**src/hw/rtl/ipow_pkg.sv**
```systemverilog
// ipow_pkg: shared constants for the integer power pipeline
// no dependencies
`default_nettype none
package ipow_pkg;
    localparam int FIELD_W = 32;
    localparam int COUNT_W = 6;
    localparam logic [COUNT_W-1:0] COUNT_MAX = 6'd63;
endpackage
`default_nettype wire

```
**src/hw/rtl/ipow_stage.sv**
```systemverilog
// ipow_stage: one exponent bit of left-to-right square-and-multiply
// depends on ipow_pkg
`default_nettype none
module ipow_stage #(
    parameter int WIDTH = 32,
    parameter int EXP_BITS = 32,
    parameter int CNT_W = 7
) (
    input  wire logic                clk,
    input  wire logic                rst_n,
    input  wire logic                in_valid,
    input  wire logic                in_started,
    input  wire logic [WIDTH-1:0]    in_acc,
    input  wire logic [WIDTH-1:0]    in_base,
    input  wire logic [EXP_BITS-1:0] in_exp,
    input  wire logic [CNT_W-1:0]    in_count,
    input  wire logic                bit_value,
    output logic                     out_valid,
    output logic                     out_started,
    output logic [WIDTH-1:0]         out_acc,
    output logic [WIDTH-1:0]         out_base,
    output logic [EXP_BITS-1:0]      out_exp,
    output logic [CNT_W-1:0]         out_count
);
    import ipow_pkg::*;

    // two half steps: square registered, then optional multiply by base
    logic                valid_reg, started_reg, bit_reg;
    logic [WIDTH-1:0]    sq_reg, sq_next, base_reg, acc_reg;
    logic [EXP_BITS-1:0] exp_reg;
    logic [CNT_W-1:0]    count_reg;

    logic [2*WIDTH-1:0]  sq_full, mul_full;

    assign sq_full = in_acc * in_acc;
    // before the top set bit the accumulator is seeded with the base
    assign sq_next = in_started ? sq_full[WIDTH-1:0] : in_base;

    always_ff @(posedge clk or negedge rst_n)
    begin
        if (!rst_n)
        begin
            valid_reg <= 1'b0;
            out_valid <= 1'b0;
        end
        else
        begin
            valid_reg <= in_valid;
            out_valid <= valid_reg;
        end
    end

    assign mul_full = sq_reg * base_reg;

    always_ff @(posedge clk)
    begin
        sq_reg      <= sq_next;
        base_reg    <= in_base;
        exp_reg     <= in_exp;
        bit_reg     <= bit_value;
        started_reg <= in_started;
        if (in_started)
            count_reg <= in_count + CNT_W'(1) + CNT_W'(bit_value);
        else
            count_reg <= in_count;
        if (started_reg && bit_reg)
            acc_reg <= mul_full[WIDTH-1:0];
        else
            acc_reg <= sq_reg;
        out_started <= started_reg | bit_reg;
        out_base    <= base_reg;
        out_exp     <= exp_reg;
        out_count   <= count_reg;
    end

    assign out_acc = acc_reg;

    property p_count_grows;
        @(posedge clk) disable iff (!rst_n)
            valid_reg |=> (out_count >= $past(in_count, 2));
    endproperty
    a_count_grows: assert property (p_count_grows) else $error("count shrank");

    property p_unstarted_acc;
        @(posedge clk) disable iff (!rst_n)
            (valid_reg && !started_reg) |=> (out_acc == $past(base_reg));
    endproperty
    a_unstarted_acc: assert property (p_unstarted_acc) else $error("seed lost");

    property p_valid_delay;
        @(posedge clk) disable iff (!rst_n)
            in_valid |=> ##1 out_valid;
    endproperty
    a_valid_delay: assert property (p_valid_delay) else $error("valid lost");
endmodule
`default_nettype wire

```
**config.mk**
```make
export PLATFORM = sky130hd
export DESIGN_NAME = ipow_stage
export DESIGN_NICKNAME = d
export VERILOG_FILES = /design/src/hw/rtl/ipow_pkg.sv /design/src/hw/rtl/ipow_stage.sv
export SDC_FILE = /design/constraint.sdc
export NUM_CORES = 2
export LEC_CHECK = 0
export BUFFER_PORTS_ARGS = -buffer_cell sky130_fd_sc_hd__buf_2
export CORE_ASPECT_RATIO = 0.6
export CORE_MARGIN = 1.5
export CORE_UTILIZATION = 40
export CTS_BUF_LIST = sky130_fd_sc_hd__clkbuf_4 sky130_fd_sc_hd__clkbuf_8
export DETAILED_ROUTE_END_ITERATION = 16
export SLEW_MARGIN = 15
export SYNTH_ARGS = -nofsm -noshare
export SYNTH_HDL_FRONTEND = slang
export SYNTH_SLANG_ARGS = --single-unit
```
**constraint.sdc**
```tcl
create_clock -name clk -period 6.8 [get_ports clk]
set_clock_uncertainty 0.1 [all_clocks]
set_input_delay 1.02 -clock clk [delete_from_list [all_inputs] [get_ports clk]]
set_output_delay 1.02 -clock clk [all_outputs]
set_load 0.005 [all_outputs]
```
==> run metrics <==
status finished, violations left; failing checks setup timing; Core Footprint approximately 84000 sq um; Starting Density 40.63%; Yosys warning count 0; Post-Synthesis Mean Instance Area 9.742 sq um; cell taking the most area after synthesis fa_1; Crit Path Max Fanout 5; Simple-Gate Fraction of Synth Area between 10% and 20%; DR iter-0 viols 2138; crit-path cells and2_4 > fa_1 > inv_2 > fa_1 > fa_2 > fa_1 > inv_1 > fa_1 > fa_1 > fa_2 > fa_1 > ha_1 > a21o_1 > a31o_4 > a211o_1 > a21oi_2 > buf_6 > o21ai_4 > a31oi_1 > xor2_1 > o21ai_1 > buf_4; Worst EP required between 7 and 8 ns; nets approximately 5300; via count 25390; Crit path top cell by count fa_1; Setup WS post-layout -0.3496 ns; Synth top area share between 40% and 50%; Worst Hold Class reg2reg; chip height 229.3 um; Net Count, Synth 4641; initial antenna violation count 8; DRT Pass-1 Iters 5; TritonCTS Buffers 31; Period minus WS final between 7 and 8 ns; CP arrival between 7 and 8 ns; later-pin clock latency in the skew report approximately 0.7 ns; CP max stage delay roughly 0.65 ns; dominant cells by area after synthesis fa_1 (45%), dfxtp_1 (12%), ha_1 (9.4%); largest net degree at the start of global routing 59; Post-synth top flop dfxtp_1; CTS sink cnt 211; Max-Cap Viols 0; post-synthesis compound-gate area fraction 4.002%; die width about 380 um; flops & latches, synth 211; Fmax 0.1399 GHz; Post-synth ARST share 0.9479%; first-pass GRT wire length 164.9 mm; finished layout cell area roughly 43000 sq um; vias in the first global route 26920; Max H-tree Level 1; Fillers ~7700; Area after DPL 39940 sq um; Post-DRT Antenna Nets 0; Synth Area in XOR/XNOR under 10%; Slew @ Worst Pin 0.7824 ns; HPWL Detailed ~90 mm; via/cell ratio a little under 5; Area Growth Syn to Fin 24.65%; Slowest cell on crit path fa_2; Worst-path clk slew 0.09 ns; DRC 0; critical setup path kind reg2reg; CP Launch Type register; GRT Total Usage 25.14%; die area 87160 sq um; clk root buf clkbuf_8; number of library cell types mapped by synthesis 61; final setup fails 11; RSZ-0062 raised after global routing true; CP endpoint kind register; port bufs 211; DR WL/cell 20.29 um; std cell rows 82; CTS tree yes; Post-Route WL 107.2 mm; mux contribution to synthesized area less than 1%; endpoints failing hold 0; register area share after synthesis between 10% and 20%; CTS max path bufs 3; Tcrit/Tclk final 105.1%; number of flops mapped to enable cells by yosys 0; relative slew slack 47.84%; main combinational cell family by area after synthesis adder cells; cells after synthesis around 3500; Final Hold Slack 0.2235 ns; routability cong. 0.9627; layout cells sized above 1 26.56%; io pins around 210; Final Slew Violations 0; Synth Area in Adders between 50% and 60%; total global routing overflow 0; Syn Std Cell Area 34140 sq um; Finished Core Util approximately half
kinds of logic after synthesis:
family | Yosys count
adder cells (fa/ha/maj) | 1029
buffers and inverters | 960
AND/OR/NAND/NOR | 948
flip-flops | 211
AO/OA/AOI/OAI | 207
XOR/XNOR | 129
multiplexers | 20
cell usage after synthesis, types with 4 or more instances:
master	instances
xnor2_1	95
o21ai_0	45
mux2_2	19
o21bai_1	8
a21o_1	24
or2_2	4
o21ai_1	5
o31ai_1	10
a31oi_1	12
xor2_1	33
nor3_1	14
inv_1	815
nor2b_1	8
fa_1	772
a21oi_1	44
buf_2	5
and2_1	449
a211oi_1	11
o21a_1	10
nor2_1	36
buf_1	5
nand2_1	382
o211ai_1	5
dfxtp_1	209
nand2b_1	6
or3_1	5
clkbuf_1	135
ha_1	257
and3_1	8
nand3_1	11
a31o_2	4
nand4b_1	4
nor3b_1	6
worst paths after layout:
| check | from | cells after the start | slack [ns] | to |
|---|---|---|---|---|
| setup / recovery | base_reg[4]$_DFF_P_ | 22 | -0.35 | out_acc[29]$_DFF_P_ |
| hold / removal | exp_reg[6]$_DFF_P_ | 0 | 0.22 | out_exp[6]$_DFF_P_ |
| setup reg to reg | base_reg[4]$_DFF_P_ | 22 | -0.35 | out_acc[29]$_DFF_P_ |
| hold reg to reg | exp_reg[6]$_DFF_P_ | 0 | 0.22 | out_exp[6]$_DFF_P_ |
| max in group asynchronous | rst_n | 2 | 5.94 | out_valid$_DFF_PN0_ |
| min in group asynchronous | rst_n | 2 | 0.57 | valid_reg$_DFF_PN0_ |
layer usage:
metal	track usage (%)	wire, um	vias to the layer above
met4	3.175	1456	8
li1	-	-	11530
met3	10.88	14760	93
met1	39.83	52800	12690
met2	31.27	38090	1078
met5	0.4357	87	-
cells in the final DEF (no fill, tap or decap), drive strengths merged, types with 14 or more instances in the layout:
| cell type | count |
|---|---|
| dfxtp | 209 |
| and2 | 449 |
| mux2 | 19 |
| a21oi | 45 |
| xnor2 | 95 |
| clkbuf | 43 |
| fa | 772 |
| o21ai | 50 |
| buf | 728 |
| nor3 | 14 |
| nor2 | 36 |
| xor2 | 33 |
| inv | 819 |
| nand2 | 382 |
| ha | 257 |
| a21o | 25 |
metrics by stage:
stage / setup slack (ns) / setup TNS, ns / std cells
after floorplan: -0.3773 / -2.329 / 3504
after global placement: -0.9364 / -20.20 / 5172
after detailed placement: -0.9773 / -21.87 / 5172
after CTS: -0.3157 / -1.356 / 5257
after global routing: -0.4991 / -3.788 / 5282
final: -0.3496 / -1.837 / 5284
worst max-delay path: cells and delay by family, from the launching register on:
family,cells,cell delay [ns]
adders and majority gates,9,4.54
AOI/OAI and AO/OA,7,1.25
buffers and inverters,4,0.43
DFF,1,0.37
xor gates and xnor gates,1,0.17
and+or+nand+nor,1,0.16
timing repair:
action | CTS | global route
hold buffers | 1 | 0
setup buffers | 33 | 21
pin swaps | 101 | 175
setup endpoints to repair | 27 | 31
cloned | 0 | 2
endpoints found under the hold margin | 2 | 0
resized for setup | 179 | 245
area by class of cell:
cell class                      instances  area [sq um]  area share, %
Clock inverter                         15         183.9         0.4323
Antenna cell                            4         10.01        0.02352
Multi-Input combinational cell       2333         27460          64.53
Timing Repair Buffer                  733          5600          13.16
Sequential cell                       211          4315          10.14
Clock buffer                           39         505.5          1.188
Inverter                              815          3059          7.189
Tap cell                             1134          1419          3.335
Power is left out: the tool's default activity adds up to more than one toggle a clock period on the data nets, which glitch-free logic cannot reach.
